File: config.mk
export PLATFORM = sky130hd
export DESIGN_NAME = audio_sample_filter_chain
export DESIGN_NICKNAME = d
export VERILOG_FILES = /design/src/rtl/asfc_pkg.sv /design/src/rtl/audio_sample_filter_chain.sv /design/src/rtl/asfc_serial_mul.sv /design/src/rtl/asfc_serial_div.sv /design/src/rtl/asfc_window.sv
export SDC_FILE = /design/constraint.sdc
export NUM_CORES = 1
export LEC_CHECK = 0
export BUFFER_PORTS_ARGS = -buffer_cell sky130_fd_sc_hd__buf_4
export CORE_MARGIN = 1
export CORE_UTILIZATION = 69
export CTS_CLUSTER_DIAMETER = 80
export DETAILED_ROUTE_END_ITERATION = 10
export GPL_ROUTABILITY_DRIVEN = 0
export HOLD_SLACK_MARGIN = 0.03
export PLACE_DENSITY = 0.82
export SLEW_MARGIN = 30
export SYNTH_ARGS = -nofsm -noshare
export SYNTH_HDL_FRONTEND = slang
export SYNTH_SLANG_ARGS = --single-unit
File: constraint.sdc
create_clock -name clock -period 16.8 [get_ports clock]
set_clock_uncertainty 0.2 [all_clocks]
set_input_delay 2.52 -clock clock [delete_from_list [all_inputs] [get_ports clock]]
set_output_delay 2.52 -clock clock [all_outputs]
set_load 0.02 [all_outputs]
File: src/rtl/asfc_pkg.sv
// Shared types, widths and constants for the audio sample filter chain.
package asfc_pkg;

   localparam int SAMPLE_W           = 16;
   localparam int FRAC_W             = 15;
   localparam int COEF_W             = 16;
   localparam int THRESH_W           = 15;
   localparam int WSIZE_W            = 5;
   localparam int HP_W               = 40;
   localparam int MCAND_W            = HP_W + 1;
   localparam int PROD_W             = MCAND_W + COEF_W;
   localparam int CSR_INDEX_W        = 3;
   localparam int CSR_DATA_W         = 16;
   localparam int MAX_WINDOW_DEFAULT = 16;

   // Register reset values
   localparam logic [COEF_W-1:0]   ALPHA_RESET  = 16'd0;
   localparam logic [THRESH_W-1:0] THRESH_RESET = 15'd27852;
   localparam logic [COEF_W-1:0]   FACTOR_RESET = 16'd29491;
   localparam logic [WSIZE_W-1:0]  WSIZE_RESET  = 5'd5;

   // Saturation bounds
   localparam logic [HP_W-1:0]     HP_MAX     = {1'b0, {(HP_W-1){1'b1}}};
   localparam logic [HP_W-1:0]     HP_MIN     = {1'b1, {(HP_W-1){1'b0}}};
   localparam logic [SAMPLE_W-1:0] SAMPLE_MAX = {1'b0, {(SAMPLE_W-1){1'b1}}};
   localparam logic [SAMPLE_W-1:0] SAMPLE_MIN = {1'b1, {(SAMPLE_W-1){1'b0}}};

   // Window bookkeeping widths
   function automatic int fill_w(input int max_window);
      return $clog2(max_window + 1);
   endfunction

   function automatic int sum_w(input int max_window);
      return SAMPLE_W + $clog2(max_window + 1);
   endfunction

   typedef enum logic [CSR_INDEX_W-1:0] {
      CSR_FILTER_ENABLE,
      CSR_HIGHPASS_ENABLE,
      CSR_CLIP_ENABLE,
      CSR_SMOOTH_ENABLE,
      CSR_HIGHPASS_ALPHA,
      CSR_CLIP_THRESHOLD,
      CSR_CLIP_FACTOR,
      CSR_WINDOW_SIZE
   } csr_index_type;

   typedef enum logic [3:0] {
      ST_IDLE,
      ST_HP_START,
      ST_HP_MUL,
      ST_HP_FIX,
      ST_HP_OUT,
      ST_CLIP_CHECK,
      ST_CLIP_MUL,
      ST_CLIP_FIX,
      ST_SM_FETCH,
      ST_SM_PUSH,
      ST_SM_DIV_START,
      ST_SM_DIV,
      ST_SM_FIX,
      ST_DONE
   } state_type;

   // Commands to the moving-average window
   typedef struct packed {
      logic clear;
      logic fetch;
      logic push;
   } win_cmd_type;

endpackage

File: src/rtl/audio_sample_filter_chain.sv
// Top level: register file, stage sequencer, high-pass and clip datapath, response register.
//
// Usage. Samples arrive on the req_ channel (req_sample_in, req_new_call) and one
// filtered sample leaves per request on the rsp_ channel (rsp_sample_out); both use
// valid/ready. Registers are written through the csr_ channel (csr_index, csr_data),
// which is always ready; write them only while no request is in flight.
// req_new_call clears the high-pass history and the averaging window before
// that sample is processed, even with the filter switched off.
// With the filter off or all stages off a request goes straight to the done state;
// the clip stage scales a sample only when its magnitude exceeds the threshold.
// The high-pass and the clip share one bit-serial coefficient multiplier, and the
// average uses a divider that yields one quotient bit per cycle.
// One request is processed at a time; the next is accepted in the idle state that
// follows the move of the previous result into the response register.
// A stalled receiver holds the result in the response register; a following
// request is still taken and worked on, then waits until that register frees up.
// Reset restores the register defaults and clears all filter history; the window
// store itself is not cleared, only entries inside the fill are ever used.
module audio_sample_filter_chain #(
   parameter int MAX_WINDOW = asfc_pkg::MAX_WINDOW_DEFAULT
) (
   input  logic                                   clock,
   input  logic                                   reset,
   input  logic                                   req_valid,
   output logic                                   req_ready,
   input  logic signed [asfc_pkg::SAMPLE_W-1:0]   req_sample_in,
   input  logic                                   req_new_call,
   output logic                                   rsp_valid,
   input  logic                                   rsp_ready,
   output logic signed [asfc_pkg::SAMPLE_W-1:0]   rsp_sample_out,
   input  logic                                   csr_valid,
   output logic                                   csr_ready,
   input  logic        [asfc_pkg::CSR_INDEX_W-1:0] csr_index,
   input  logic        [asfc_pkg::CSR_DATA_W-1:0]  csr_data
);
   import asfc_pkg::*;

   localparam int FILL_W = fill_w(MAX_WINDOW);
   localparam int SUM_W  = sum_w(MAX_WINDOW);
   localparam int QUO_W  = PROD_W - FRAC_W;
   localparam int HPQ_W  = HP_W - FRAC_W;
   localparam int PAD_W  = MCAND_W - SAMPLE_W - 1 - FRAC_W;

   // Configuration registers
   logic                 filt_en_ff;
   logic                 hp_en_ff;
   logic                 clip_en_ff;
   logic                 smooth_en_ff;
   logic [COEF_W-1:0]    alpha_ff;
   logic [THRESH_W-1:0]  thresh_ff;
   logic [COEF_W-1:0]    factor_ff;
   logic [WSIZE_W-1:0]   wsize_ff;

   // Sequencer and datapath state
   state_type                  state_ff, state_in;
   state_type                  first_state, after_clip, after_hp;
   logic signed [HP_W-1:0]     hp_ff;
   logic signed [SAMPLE_W-1:0] prev_ff;
   logic signed [SAMPLE_W-1:0] smp_ff;
   logic signed [SAMPLE_W-1:0] rsp_sample_ff;
   logic                       rsp_valid_ff;

   logic req_fire;
   logic rsp_fire;
   logic load_rsp;

   // Multiplier, divider, window
   logic                      mul_start;
   logic signed [MCAND_W-1:0] mul_mcand;
   logic        [COEF_W-1:0]  mul_mplr;
   logic                      mul_done;
   logic signed [PROD_W-1:0]  mul_product;
   logic                      div_start;
   logic                      div_done;
   logic signed [SUM_W-1:0]   div_quotient;
   win_cmd_type               win_cmd;
   logic signed [SUM_W-1:0]   win_sum;
   logic        [FILL_W-1:0]  win_fill;

   // Arithmetic around the multiplier
   logic        [SAMPLE_W:0]   hp_diff;
   logic signed [MCAND_W-1:0]  hp_d;
   logic                       prod_round;
   logic signed [QUO_W-1:0]    prod_q;
   logic        [HP_W-1:0]     prod_sat_hp;
   logic        [SAMPLE_W-1:0] prod_sat_smp;
   logic                       hp_round;
   logic signed [HPQ_W-1:0]    hp_q;
   logic        [SAMPLE_W-1:0] hp_sat_smp;
   logic        [SAMPLE_W:0]   clip_mag;
   logic                       clip_over;

   assign req_fire  = req_valid && req_ready;
   assign rsp_fire  = rsp_valid_ff && rsp_ready;
   assign csr_ready = 1'b1;

   // Register writes
   always_ff @(posedge clock) begin
      if (reset) begin
         filt_en_ff   <= 1'b1;
         hp_en_ff     <= 1'b0;
         clip_en_ff   <= 1'b1;
         smooth_en_ff <= 1'b0;
         alpha_ff     <= ALPHA_RESET;
         thresh_ff    <= THRESH_RESET;
         factor_ff    <= FACTOR_RESET;
         wsize_ff     <= WSIZE_RESET;
      end else if (csr_valid && csr_ready) begin
         case (csr_index)
            CSR_FILTER_ENABLE:   filt_en_ff   <= csr_data[0];
            CSR_HIGHPASS_ENABLE: hp_en_ff     <= csr_data[0];
            CSR_CLIP_ENABLE:     clip_en_ff   <= csr_data[0];
            CSR_SMOOTH_ENABLE:   smooth_en_ff <= csr_data[0];
            CSR_HIGHPASS_ALPHA:  alpha_ff     <= csr_data[COEF_W-1:0];
            CSR_CLIP_THRESHOLD:  thresh_ff    <= csr_data[THRESH_W-1:0];
            CSR_CLIP_FACTOR:     factor_ff    <= csr_data[COEF_W-1:0];
            CSR_WINDOW_SIZE:     wsize_ff     <= csr_data[WSIZE_W-1:0];
            default: ;
         endcase
      end
   end

   // High-pass operand: y_prev + (x - x_prev) * 2^15
   always_comb begin
      hp_diff = {smp_ff[SAMPLE_W-1], smp_ff} - {prev_ff[SAMPLE_W-1], prev_ff};
      hp_d    = {hp_ff[HP_W-1], hp_ff}
              + {{PAD_W{hp_diff[SAMPLE_W]}}, hp_diff, {FRAC_W{1'b0}}};
   end

   // Product / 2^15 toward zero, then saturation to the high-pass and sample ranges
   always_comb begin
      prod_round = mul_product[PROD_W-1] && (|mul_product[FRAC_W-1:0]);
      prod_q     = mul_product[PROD_W-1:FRAC_W] + QUO_W'(prod_round);
      if ((&prod_q[QUO_W-1:HP_W-1]) || !(|prod_q[QUO_W-1:HP_W-1])) begin
         prod_sat_hp = prod_q[HP_W-1:0];
      end else begin
         prod_sat_hp = prod_q[QUO_W-1] ? HP_MIN : HP_MAX;
      end
      if ((&prod_q[QUO_W-1:SAMPLE_W-1]) || !(|prod_q[QUO_W-1:SAMPLE_W-1])) begin
         prod_sat_smp = prod_q[SAMPLE_W-1:0];
      end else begin
         prod_sat_smp = prod_q[QUO_W-1] ? SAMPLE_MIN : SAMPLE_MAX;
      end
   end

   // High-pass stage output: state / 2^15 toward zero, saturated
   always_comb begin
      hp_round = hp_ff[HP_W-1] && (|hp_ff[FRAC_W-1:0]);
      hp_q     = hp_ff[HP_W-1:FRAC_W] + HPQ_W'(hp_round);
      if ((&hp_q[HPQ_W-1:SAMPLE_W-1]) || !(|hp_q[HPQ_W-1:SAMPLE_W-1])) begin
         hp_sat_smp = hp_q[SAMPLE_W-1:0];
      end else begin
         hp_sat_smp = hp_q[HPQ_W-1] ? SAMPLE_MIN : SAMPLE_MAX;
      end
   end

   // Spike detect
   always_comb begin
      clip_mag  = smp_ff[SAMPLE_W-1] ? ((SAMPLE_W+1)'(0) - {smp_ff[SAMPLE_W-1], smp_ff})
                                     : {1'b0, smp_ff};
      clip_over = clip_mag > {2'b00, thresh_ff};
   end

   // Stage routing from the enables
   always_comb begin
      after_clip = smooth_en_ff ? ST_SM_FETCH : ST_DONE;
      after_hp   = clip_en_ff ? ST_CLIP_CHECK : after_clip;
      if (!filt_en_ff) begin
         first_state = ST_DONE;
      end else if (hp_en_ff) begin
         first_state = ST_HP_START;
      end else begin
         first_state = after_hp;
      end
   end

   // Next state
   always_comb begin
      state_in = state_ff;
      case (state_ff)
         ST_IDLE:         if (req_fire) state_in = first_state;
         ST_HP_START:     state_in = ST_HP_MUL;
         ST_HP_MUL:       if (mul_done) state_in = ST_HP_FIX;
         ST_HP_FIX:       state_in = ST_HP_OUT;
         ST_HP_OUT:       state_in = after_hp;
         ST_CLIP_CHECK:   state_in = clip_over ? ST_CLIP_MUL : after_clip;
         ST_CLIP_MUL:     if (mul_done) state_in = ST_CLIP_FIX;
         ST_CLIP_FIX:     state_in = after_clip;
         ST_SM_FETCH:     state_in = ST_SM_PUSH;
         ST_SM_PUSH:      state_in = ST_SM_DIV_START;
         ST_SM_DIV_START: state_in = ST_SM_DIV;
         ST_SM_DIV:       if (div_done) state_in = ST_SM_FIX;
         ST_SM_FIX:       state_in = ST_DONE;
         ST_DONE:         if (!rsp_valid_ff || rsp_ready) state_in = ST_IDLE;
         default:         state_in = ST_IDLE;
      endcase
   end

   // Sequencer outputs
   always_comb begin
      req_ready     = 1'b0;
      mul_start     = 1'b0;
      mul_mcand     = {{(MCAND_W-SAMPLE_W){smp_ff[SAMPLE_W-1]}}, smp_ff};
      mul_mplr      = factor_ff;
      div_start     = 1'b0;
      win_cmd       = '0;
      load_rsp      = 1'b0;
      case (state_ff)
         ST_IDLE: begin
            req_ready     = 1'b1;
            win_cmd.clear = req_valid && req_new_call;
         end
         ST_HP_START: begin
            mul_start = 1'b1;
            mul_mcand = hp_d;
            mul_mplr  = alpha_ff;
         end
         ST_CLIP_CHECK:   mul_start     = clip_over;
         ST_SM_FETCH:     win_cmd.fetch = 1'b1;
         ST_SM_PUSH:      win_cmd.push  = 1'b1;
         ST_SM_DIV_START: div_start     = 1'b1;
         ST_DONE:         load_rsp      = !rsp_valid_ff || rsp_ready;
         default: ;
      endcase
   end

   always_ff @(posedge clock) begin
      if (reset) begin
         state_ff <= ST_IDLE;
      end else begin
         state_ff <= state_in;
      end
   end

   // High-pass history
   always_ff @(posedge clock) begin
      if (reset) begin
         hp_ff   <= '0;
         prev_ff <= '0;
      end else if (state_ff == ST_IDLE && req_fire && req_new_call) begin
         hp_ff   <= '0;
         prev_ff <= '0;
      end else if (state_ff == ST_HP_FIX) begin
         hp_ff   <= prod_sat_hp;
         prev_ff <= smp_ff;
      end
   end

   // Working sample, rewritten by each stage
   always_ff @(posedge clock) begin
      case (state_ff)
         ST_IDLE:     if (req_fire) smp_ff <= req_sample_in;
         ST_HP_OUT:   smp_ff <= hp_sat_smp;
         ST_CLIP_FIX: smp_ff <= prod_sat_smp;
         ST_SM_FIX:   smp_ff <= div_quotient[SAMPLE_W-1:0];
         default: ;
      endcase
   end

   // Response register
   always_ff @(posedge clock) begin
      if (reset) begin
         rsp_valid_ff <= 1'b0;
      end else if (load_rsp) begin
         rsp_valid_ff <= 1'b1;
      end else if (rsp_fire) begin
         rsp_valid_ff <= 1'b0;
      end
   end

   always_ff @(posedge clock) begin
      if (load_rsp) begin
         rsp_sample_ff <= smp_ff;
      end
   end

   assign rsp_valid      = rsp_valid_ff;
   assign rsp_sample_out = rsp_sample_ff;

   asfc_serial_mul u_mul (
      .clock   (clock),
      .reset   (reset),
      .start   (mul_start),
      .mcand   (mul_mcand),
      .mplr    (mul_mplr),
      .done    (mul_done),
      .product (mul_product)
   );

   asfc_window #(
      .MAX_WINDOW (MAX_WINDOW)
   ) u_window (
      .clock   (clock),
      .reset   (reset),
      .cmd     (win_cmd),
      .win_len (wsize_ff),
      .sample  (smp_ff),
      .sum     (win_sum),
      .fill    (win_fill)
   );

   asfc_serial_div #(
      .MAX_WINDOW (MAX_WINDOW)
   ) u_div (
      .clock    (clock),
      .reset    (reset),
      .start    (div_start),
      .dividend (win_sum),
      .divisor  (win_fill),
      .done     (div_done),
      .quotient (div_quotient)
   );

   // Multiplier completes only while the sequencer waits for it
   a_mul_done_waited: assert property (@(posedge clock) disable iff (reset)
      mul_done |-> (state_ff == ST_HP_MUL || state_ff == ST_CLIP_MUL))
      else $error("multiplier finished outside a wait state");

   // Divider completes only while the sequencer waits for it
   a_div_done_waited: assert property (@(posedge clock) disable iff (reset)
      div_done |-> (state_ff == ST_SM_DIV))
      else $error("divider finished outside its wait state");

   // Window never holds more samples than the store
   a_fill_bound: assert property (@(posedge clock) disable iff (reset)
      win_fill <= FILL_W'(MAX_WINDOW))
      else $error("window fill beyond store depth");

   // One request in work at a time
   a_single_request: assert property (@(posedge clock) disable iff (reset)
      req_fire |=> !req_ready)
      else $error("request accepted while another is in work");

   // A finished result waits while the response register is stalled
   a_done_holds: assert property (@(posedge clock) disable iff (reset)
      (state_ff == ST_DONE && rsp_valid_ff && !rsp_ready) |=> (state_ff == ST_DONE))
      else $error("result left the sequencer while the response register was full");

endmodule

File: src/rtl/asfc_serial_mul.sv
// Shift-add multiplier, signed multiplicand by unsigned coefficient, one coefficient bit per cycle.
module asfc_serial_mul (
   input  logic                                clock,
   input  logic                                reset,
   input  logic                                start,
   input  logic signed [asfc_pkg::MCAND_W-1:0] mcand,
   input  logic        [asfc_pkg::COEF_W-1:0]  mplr,
   output logic                                done,
   output logic signed [asfc_pkg::PROD_W-1:0]  product
);
   import asfc_pkg::*;

   localparam int CNT_W = $clog2(COEF_W + 1);

   logic signed [MCAND_W:0]   hi_ff, hi_in;
   logic        [COEF_W-1:0]  lo_ff, lo_in;
   logic signed [MCAND_W-1:0] m_ff, m_in;
   logic        [CNT_W-1:0]   cnt_ff, cnt_in;
   logic                      run_ff, run_in;
   logic                      done_ff, done_in;
   logic        [MCAND_W:0]   acc;

   // One step: add multiplicand if the current coefficient bit is set, shift right
   always_comb begin
      hi_in   = hi_ff;
      lo_in   = lo_ff;
      m_in    = m_ff;
      cnt_in  = cnt_ff;
      run_in  = run_ff;
      done_in = 1'b0;
      acc     = hi_ff + (lo_ff[0] ? {m_ff[MCAND_W-1], m_ff} : {(MCAND_W+1){1'b0}});
      if (start) begin
         hi_in  = '0;
         lo_in  = mplr;
         m_in   = mcand;
         cnt_in = CNT_W'(COEF_W);
         run_in = 1'b1;
      end else if (run_ff) begin
         hi_in  = {acc[MCAND_W], acc[MCAND_W:1]};
         lo_in  = {acc[0], lo_ff[COEF_W-1:1]};
         cnt_in = cnt_ff - 1'b1;
         if (cnt_ff == CNT_W'(1)) begin
            run_in  = 1'b0;
            done_in = 1'b1;
         end
      end
   end

   // Control
   always_ff @(posedge clock) begin
      if (reset) begin
         cnt_ff  <= '0;
         run_ff  <= 1'b0;
         done_ff <= 1'b0;
      end else begin
         cnt_ff  <= cnt_in;
         run_ff  <= run_in;
         done_ff <= done_in;
      end
   end

   // Operand and partial product shift registers
   always_ff @(posedge clock) begin
      hi_ff <= hi_in;
      lo_ff <= lo_in;
      m_ff  <= m_in;
   end

   assign done    = done_ff;
   assign product = $signed({hi_ff[MCAND_W-1:0], lo_ff});

endmodule

File: src/rtl/asfc_serial_div.sv
// Restoring divider for the window sum by the fill count, one quotient bit per cycle.
module asfc_serial_div #(
   parameter int MAX_WINDOW = asfc_pkg::MAX_WINDOW_DEFAULT
) (
   input  logic                                           clock,
   input  logic                                           reset,
   input  logic                                           start,
   input  logic signed [asfc_pkg::sum_w(MAX_WINDOW)-1:0]  dividend,
   input  logic        [asfc_pkg::fill_w(MAX_WINDOW)-1:0] divisor,
   output logic                                           done,
   output logic signed [asfc_pkg::sum_w(MAX_WINDOW)-1:0]  quotient
);
   import asfc_pkg::*;

   localparam int DVD_W = sum_w(MAX_WINDOW);
   localparam int DVS_W = fill_w(MAX_WINDOW);
   localparam int CNT_W = $clog2(DVD_W + 1);

   logic [DVD_W-1:0] quo_ff, quo_in;
   logic [DVS_W-1:0] rem_ff, rem_in;
   logic [DVS_W-1:0] dvs_ff, dvs_in;
   logic             neg_ff, neg_in;
   logic [CNT_W-1:0] cnt_ff, cnt_in;
   logic             run_ff, run_in;
   logic             done_ff, done_in;
   logic [DVS_W:0]   trial;
   logic [DVS_W:0]   trial_sub;
   logic             fits;
   logic [DVD_W-1:0] quo_neg;

   // Magnitude division, dividend shifts out MSB first as quotient bits shift in
   always_comb begin
      quo_in    = quo_ff;
      rem_in    = rem_ff;
      dvs_in    = dvs_ff;
      neg_in    = neg_ff;
      cnt_in    = cnt_ff;
      run_in    = run_ff;
      done_in   = 1'b0;
      trial     = {rem_ff, quo_ff[DVD_W-1]};
      trial_sub = trial - {1'b0, dvs_ff};
      fits      = trial >= {1'b0, dvs_ff};
      if (start) begin
         neg_in = dividend[DVD_W-1];
         quo_in = dividend[DVD_W-1] ? (~dividend + 1'b1) : dividend;
         rem_in = '0;
         dvs_in = divisor;
         cnt_in = CNT_W'(DVD_W);
         run_in = 1'b1;
      end else if (run_ff) begin
         rem_in = fits ? trial_sub[DVS_W-1:0] : trial[DVS_W-1:0];
         quo_in = {quo_ff[DVD_W-2:0], fits};
         cnt_in = cnt_ff - 1'b1;
         if (cnt_ff == CNT_W'(1)) begin
            run_in  = 1'b0;
            done_in = 1'b1;
         end
      end
   end

   // Control
   always_ff @(posedge clock) begin
      if (reset) begin
         cnt_ff  <= '0;
         run_ff  <= 1'b0;
         done_ff <= 1'b0;
      end else begin
         cnt_ff  <= cnt_in;
         run_ff  <= run_in;
         done_ff <= done_in;
      end
   end

   // Datapath
   always_ff @(posedge clock) begin
      quo_ff <= quo_in;
      rem_ff <= rem_in;
      dvs_ff <= dvs_in;
      neg_ff <= neg_in;
   end

   // Truncation toward zero: negate the magnitude quotient for a negative sum
   assign quo_neg  = ~quo_ff + 1'b1;
   assign quotient = neg_ff ? quo_neg : quo_ff;
   assign done     = done_ff;

endmodule

File: src/rtl/asfc_window.sv
// Moving-average window: sample store, write pointer, fill count and running sum.
module asfc_window #(
   parameter int MAX_WINDOW = asfc_pkg::MAX_WINDOW_DEFAULT
) (
   input  logic                                           clock,
   input  logic                                           reset,
   input  asfc_pkg::win_cmd_type                          cmd,
   input  logic        [asfc_pkg::WSIZE_W-1:0]            win_len,
   input  logic signed [asfc_pkg::SAMPLE_W-1:0]           sample,
   output logic signed [asfc_pkg::sum_w(MAX_WINDOW)-1:0]  sum,
   output logic        [asfc_pkg::fill_w(MAX_WINDOW)-1:0] fill
);
   import asfc_pkg::*;

   localparam int FILL_W = fill_w(MAX_WINDOW);
   localparam int SUM_W  = sum_w(MAX_WINDOW);
   localparam int IDX_W  = (MAX_WINDOW > 1) ? $clog2(MAX_WINDOW) : 1;
   localparam int CMP_W  = ((FILL_W > WSIZE_W) ? FILL_W : WSIZE_W) + 1;
   localparam int ADR_W  = FILL_W + 1;

   localparam logic [CMP_W-1:0] MAX_CMP  = CMP_W'(MAX_WINDOW);
   localparam logic [ADR_W-1:0] MAX_ADR  = ADR_W'(MAX_WINDOW);
   localparam logic [IDX_W-1:0] LAST_IDX = IDX_W'(MAX_WINDOW - 1);

   logic signed [SAMPLE_W-1:0] mem [MAX_WINDOW];
   logic signed [SAMPLE_W-1:0] rd_ff;
   logic        [FILL_W-1:0]   fill_ff, fill_in;
   logic        [IDX_W-1:0]    ptr_ff, ptr_in;
   logic signed [SUM_W-1:0]    sum_ff, sum_in;
   logic        [CMP_W-1:0]    size_ext;
   logic        [CMP_W-1:0]    w_eff;
   logic                       evict;
   logic        [ADR_W-1:0]    old_raw;
   logic        [ADR_W-1:0]    old_wrap;
   logic        [IDX_W-1:0]    old_idx;

   // Effective window length and the slot of the oldest held sample
   always_comb begin
      size_ext = CMP_W'(win_len);
      if (size_ext == '0) begin
         w_eff = CMP_W'(1);
      end else if (size_ext > MAX_CMP) begin
         w_eff = MAX_CMP;
      end else begin
         w_eff = size_ext;
      end
      evict    = CMP_W'(fill_ff) >= w_eff;
      old_raw  = ADR_W'(ptr_ff) + MAX_ADR - ADR_W'(fill_ff);
      old_wrap = (old_raw >= MAX_ADR) ? (old_raw - MAX_ADR) : old_raw;
      old_idx  = old_wrap[IDX_W-1:0];
   end

   // Bookkeeping update on clear or push
   always_comb begin
      fill_in = fill_ff;
      ptr_in  = ptr_ff;
      sum_in  = sum_ff;
      if (cmd.clear) begin
         fill_in = '0;
         ptr_in  = '0;
         sum_in  = '0;
      end else if (cmd.push) begin
         sum_in  = sum_ff + SUM_W'(sample) - (evict ? SUM_W'(rd_ff) : {SUM_W{1'b0}});
         fill_in = evict ? fill_ff : (fill_ff + 1'b1);
         ptr_in  = (ptr_ff == LAST_IDX) ? '0 : (ptr_ff + 1'b1);
      end
   end

   always_ff @(posedge clock) begin
      if (reset) begin
         fill_ff <= '0;
         ptr_ff  <= '0;
         sum_ff  <= '0;
      end else begin
         fill_ff <= fill_in;
         ptr_ff  <= ptr_in;
         sum_ff  <= sum_in;
      end
   end

   // Sample store: one write port, one registered read port
   always_ff @(posedge clock) begin
      if (cmd.push) begin
         mem[ptr_ff] <= sample;
      end
      if (cmd.fetch) begin
         rd_ff <= mem[old_idx];
      end
   end

   assign sum  = sum_ff;
   assign fill = fill_ff;

endmodule
== Yosys cells after proc, flatten, opt, wreduce, memory -nomap -nowiden ==
Memory sizes are Yosys's and may differ from the RTL's. A register that Yosys moved wholly into a read port is not among the register bits.
Cells that the tools add are included.
Operators by class
  add/sub/neg operators: 18
  order comparisons: 5
  eq/ne operators: 28
  muxes and demuxes: 58
  bitwise gates (word level): 5
  reduce and logical (&&, ||, !) cells: 47
Operators with widths (number)
  $mux 16: 9
  $mux 21: 4
  $mux 40: 2
  $pmux 16 s4: 1
  $pmux 4 s14: 1
  $mux 4: 11
  $add 42x1->42: 1
  $add 42x42->42: 1
  $mux 42: 1
  $add 40x32->41: 1
  $mux 41: 1
  $mux 5: 6
  $reduce_or 15->1: 2
  $eq 4x4->1 const B: 7
  $reduce_and 27->1: 1
  $reduce_or 27->1: 1
  $add 25x1->25: 1
  $add 21x1->21 const B: 1
  $add 21x21->21: 1
  $not 21->21: 1
  $sub 21x21->21: 1
  $reduce_and 2->1: 10
  $mux 1: 18
  $gt 17x15->1: 1
  other kinds (43): 77
Word-level totals
  flip-flop bits (word level): 323
  memory bits (writable): 256
  logic and storage cells: 194
  memories: 1
Memories
  u_window.mem: depth 16, width 16, rd ports 1, clocked after memory_dff 1, wr ports 1, RTL line asfc_window.sv:25  | logic signed [SAMPLE_W-1:0] mem [MAX_WINDOW];

== Logic depth before layout (Yosys ltp) ==
  depth after elaboration: 8
  depth in mapped cells: 27
  gate-level depth less buffers: 26

== Modules after synthesis ==
A second synthesis with hierarchy kept.
Unflattened totals
  cells, all modules: 3236
  area total of the unflattened synthesis: 33425.8 um2
Modules (own cells, without submodules)
  asfc_window: times used 1, cells an instance 849, area each 13524.2 um2
  audio_sample_filter_chain: times used 1, cells an instance 1470, area each 11011.8 um2
  asfc_serial_mul: times used 1, cells an instance 609, area each 6117.1 um2
  asfc_serial_div: times used 1, cells an instance 308, area each 2772.7 um2

== Least setup slack after synthesis ==
Ideal clock, no wire load.
  path type: register to register
  start point: register smp_ff[0]
  end point: register u_mul.m_ff[39] (data pin)
  data arrival time: 4.779 ns
  required time: 16.328 ns
  slack: 11.549 ns
  cell stages (with the launch flop): 25
  path buffers: 0
  period minus slack after synthesis: 5.251 ns
  cell sequence: edfxtp_1 > inv_1 > ha_1 > inv_1 > fa_1 > a21o_1 > a21oi_1 > o21bai_1 > a21oi_1 > o21bai_1 > a211oi_1 > o21ai_0 > a31oi_1 > o21bai_1 > xor2_1 > ha_1 > a21o_1 > a21o_1 > a21oi_1 > o21ai_0 > a2111oi_0 > o211ai_1 > a31oi_1 > xnor2_1 > o21ai_0
On the way
  word-level cells in the longest chain between the ends: 3
Ends and longest elaborated chain
  start, declared: RTL line audio_sample_filter_chain.sv:59  | logic signed [SAMPLE_W-1:0] smp_ff;
  start signal, assigned: RTL line audio_sample_filter_chain.sv:252  | ST_IDLE: if (req_fire) smp_ff <= req_sample_in;
  start signal, assigned: RTL line audio_sample_filter_chain.sv:253  | ST_HP_OUT: smp_ff <= hp_sat_smp;
  start signal, assigned: RTL line audio_sample_filter_chain.sv:254  | ST_CLIP_FIX: smp_ff <= prod_sat_smp;
  $sub 16x16->17: RTL line audio_sample_filter_chain.sv:125  | hp_diff = {smp_ff[SAMPLE_W-1], smp_ff} - {prev_ff[SAMPLE_W-1], prev_ff};
  $add 40x32->41: RTL line audio_sample_filter_chain.sv:127  | + {{PAD_W{hp_diff[SAMPLE_W]}}, hp_diff, {FRAC_W{1'b0}}};
  $mux 41: RTL line audio_sample_filter_chain.sv:208  | case (state_ff)
  net mul_mcand[39]: RTL line audio_sample_filter_chain.sv:69  | logic signed [MCAND_W-1:0] mul_mcand;
  end signal, assigned: RTL line asfc_serial_mul.sv:66  | m_ff <= m_in;
  end, declared: RTL line asfc_serial_mul.sv:17  | logic signed [MCAND_W-1:0] m_ff, m_in;
The timed path passes the listed nets, and every way through them passes these cells.
A chain may end at the register's enable or synchronous reset.

== Final worst setup path ==
Same ends and word-level chain as after synthesis.

==> results.cfg <==
[global_routing]
grt_pass1_wl_um = 136000
grt_pass1_vias = 24500
grtUsageTotal_pct = 37.3
antenna_found_initial = 1
grt_max_degree = 76
grt-ovfl-total = 0

[synth]
ys.warnings.count = 0
synth_cell_types = 83
synth.most_common_cell = edfxtp_1
synth_common_cells = edfxtp_1 (388), nand2_1 (386), a21oi_1 (225)
synthArstFlopShare_pct = 0
synth_edf_count = 388
syn_avg_cell_area_sq_um = 10.4
synth_fp_nets = 3330
syn_inst = 3116
synth.largest_area_cell = edfxtp_1
synth_top_area_share_pct = 35.9
synth_area_leaders = edfxtp_1 (36%), dfxtp_1 (13%), ha_1 (5.7%)
synth_flop_cell = edfxtp_1
ys_ff_latch = 595
syn_area_sq_um = 32400
ys_seq_area_share_pct = 48.7

[clock_tree]
clk_latency_ns = 0.65
cts_htree_levels = 2
path_clk_slew_ns = 0.06
cts_hold_buf = 0
clockBufferDepth = 3
cts_buffers = 59
cts_setup_buffers = 0
cts_resized = 0
clockRootBuffer = clkbuf_16
cts.sink_count = 595
cts_tree = done

[place]
dp_cells = 3669
place_area_sq_um = 33500
io_buffers = 58
dpl_worst_slack_ns = 10.58
dpl.hpwl_um = 58900

[power]
irDropWorstVdd_mv = 0.131
power_density_nw_per_um2 = 173
p_leak_uw = 0.0136

[setup_path]
crit_top_cell = o21ai_0
crit_required_ns = 16.92
slowest_stage = edfxtp_1
critPathCaptureType = flip-flop
critical_path.cell_chain = inv_1 > ha_1 > nor2b_1 > o21ai_0 > a21boi_0 > o21ai_0 > a21oi_1 > a311oi_1 > nor3_1 > and2_1 > o21ai_0 > a221oi_1 > ha_1 > a21o_1 > a21o_1 > a21o_1 > a21oi_1 > o21ai_0 > a2111oi_0 > o211ai_1 > a31oi_1 > xnor2_1 > o21ai_0
crit_path_max_fanout = 22
cp-start-kind = flip-flop
worst-path-buf-inv = 1
critPathKind = flip-flop to flip-flop
crit_family = compound AO/OA/AOI/OAI gates
crit_path_max_incr_delay_ns = 0.82
worstPathArrival_ns = 6.55

[job]
drv_cap = 0

[timing]
setup_tns_ns = 0
setup_slack_ns = 10.37
fin_crit_sh_pct = 38.3
rsz0062_at_grt = no
max_freq_mhz = 156
hold_viol_final = 0
period_minus_slack_ns = 6.43
relSlewSlack_pct = 28.5
worst_slew_pin_slew_ns = 1.07
drv_slew = 0
setup_violations = 0

[cells_and_area]
finish.instance_area_sq_um = 35700
nFillCells = 2882
drive_gt1_share_pct = 9.94
final_util_pct = 76.8
multi_input_area_sq_um = 15600
n_antenna_cell = 0
layout.cells.non_filler = 3785
area.growth.synth_to_final_pct = 9.98
fin_nets = 3341
regArea_sq_um = 15800

[die]
die_x_um = 219
io_pins = 60
die-area_sq_um = 47900
start_util_pct = 69.8
dieHeight_um = 219
rows = 79
core_area_sq_um = 46500

[routing]
ant_nets = 0
drt_iter0_drc = 2656
wl_per_cell_um = 23.5
drtPass1Iterations = 6
vias = 25000
vias_per_cell = 6.61
drc = 0
wirelength_um = 88900

[status]
status = finished clean

[worst_hold_path]
hold_path_class = flip-flop to flip-flop
-- worst paths after layout --
check         startpoint             end  slack (ns)  cells past startpoint
min          prev_ff[12]     prev_ff[12]        0.25                      2
max reg2reg    smp_ff[0]  u_mul.m_ff[39]       10.37                     23
min reg2reg  prev_ff[12]     prev_ff[12]        0.25                      2
max            smp_ff[0]  u_mul.m_ff[39]       10.37                     23
-- cells in the final DEF, fill, tap and decap left out, types with 67 or more instances in the layout --
cell      netlist  final
a21oi_1       225    225
and2_1         67     67
buf_4           3     86
dfxtp_1       207    206
edfxtp_1      388    388
ha_1          148    147
inv_1         169    169
nand2_1       386    386
nor2_1        205    194
o21ai_0       146    145
xnor2_1       124    123
xor2_1         73     72
-- layout make-up --
| class | instances | area share, % |
|---|---|---|
| well taps | 607 | 2.13 |
| flip-flops and latches | 595 | 44.3 |
| inverters | 170 | 1.80 |
| clock inverters | 37 | 1.43 |
| clock buffers | 75 | 4.54 |
| multi-input cells | 2207 | 43.7 |
| repair buffers | 94 | 2.12 |
-- power breakdown --
part / leakage (uW) / internal, uW / switching [uW] / total [uW]
Clock: 0.00102 / 842 / 596 / 1440
Sequential: 0.00521 / 1900 / 283 / 2190
Combinational: 0.00736 / 988 / 1570 / 2560
Total: 0.0136 / 3730 / 2450 / 6180
-- per-stage QoR --
step / hold slack (ns) / power, uW
global route: 0.270 / 6490
detailed placement: 0.247 / 4670
global placement: 0.241 / 4540
floorplan: 0.232 / 3960
CTS: 0.255 / 6120
finish: 0.253 / 6180
-- tightest hold or removal path, stage by stage (launching register included) --
cell	delay, ns
dfxtp_1	0.31
nand2_1	0.05
a21oi_1	0.05
-- metal layers --
| metal | GRT usage, % | routed length (um) | vias to the layer above |
|---|---|---|---|
| met5 | 0 | 43 | - |
| met4 | 24.6 | 6160 | 2 |
| met3 | 6.33 | 7660 | 349 |
| met2 | 62.6 | 42800 | 1440 |
| met1 | 44.5 | 32200 | 11900 |
| li1 | - | - | 11300 |
-- state kept, by name, indices dropped and copies added (netlist names), 21 cells and up --
register and count:
u_div.quo_ff 21, u_mul.m_ff 41, u_window.mem 256, hp_ff 40
u_window.sum 21, u_mul.hi_ff 41
-- cells by family (layout without fill, tap and decap cells) --
group	Yosys count	in the layout	synth area share, %
AO/OA/AOI/OAI	669	669	12.9
XOR/XNOR	198	198	5.37
adder cells (fa/ha/maj)	173	173	7.25
buffers and inverters	314	376	3.77
flip-flops	595	595	48.7
multiplexers	127	127	6.40
other	1	1	0.0116
AND/OR/NAND/NOR	1039	1039	15.6
No activity file was read; power rests on OpenSTA's default activity.
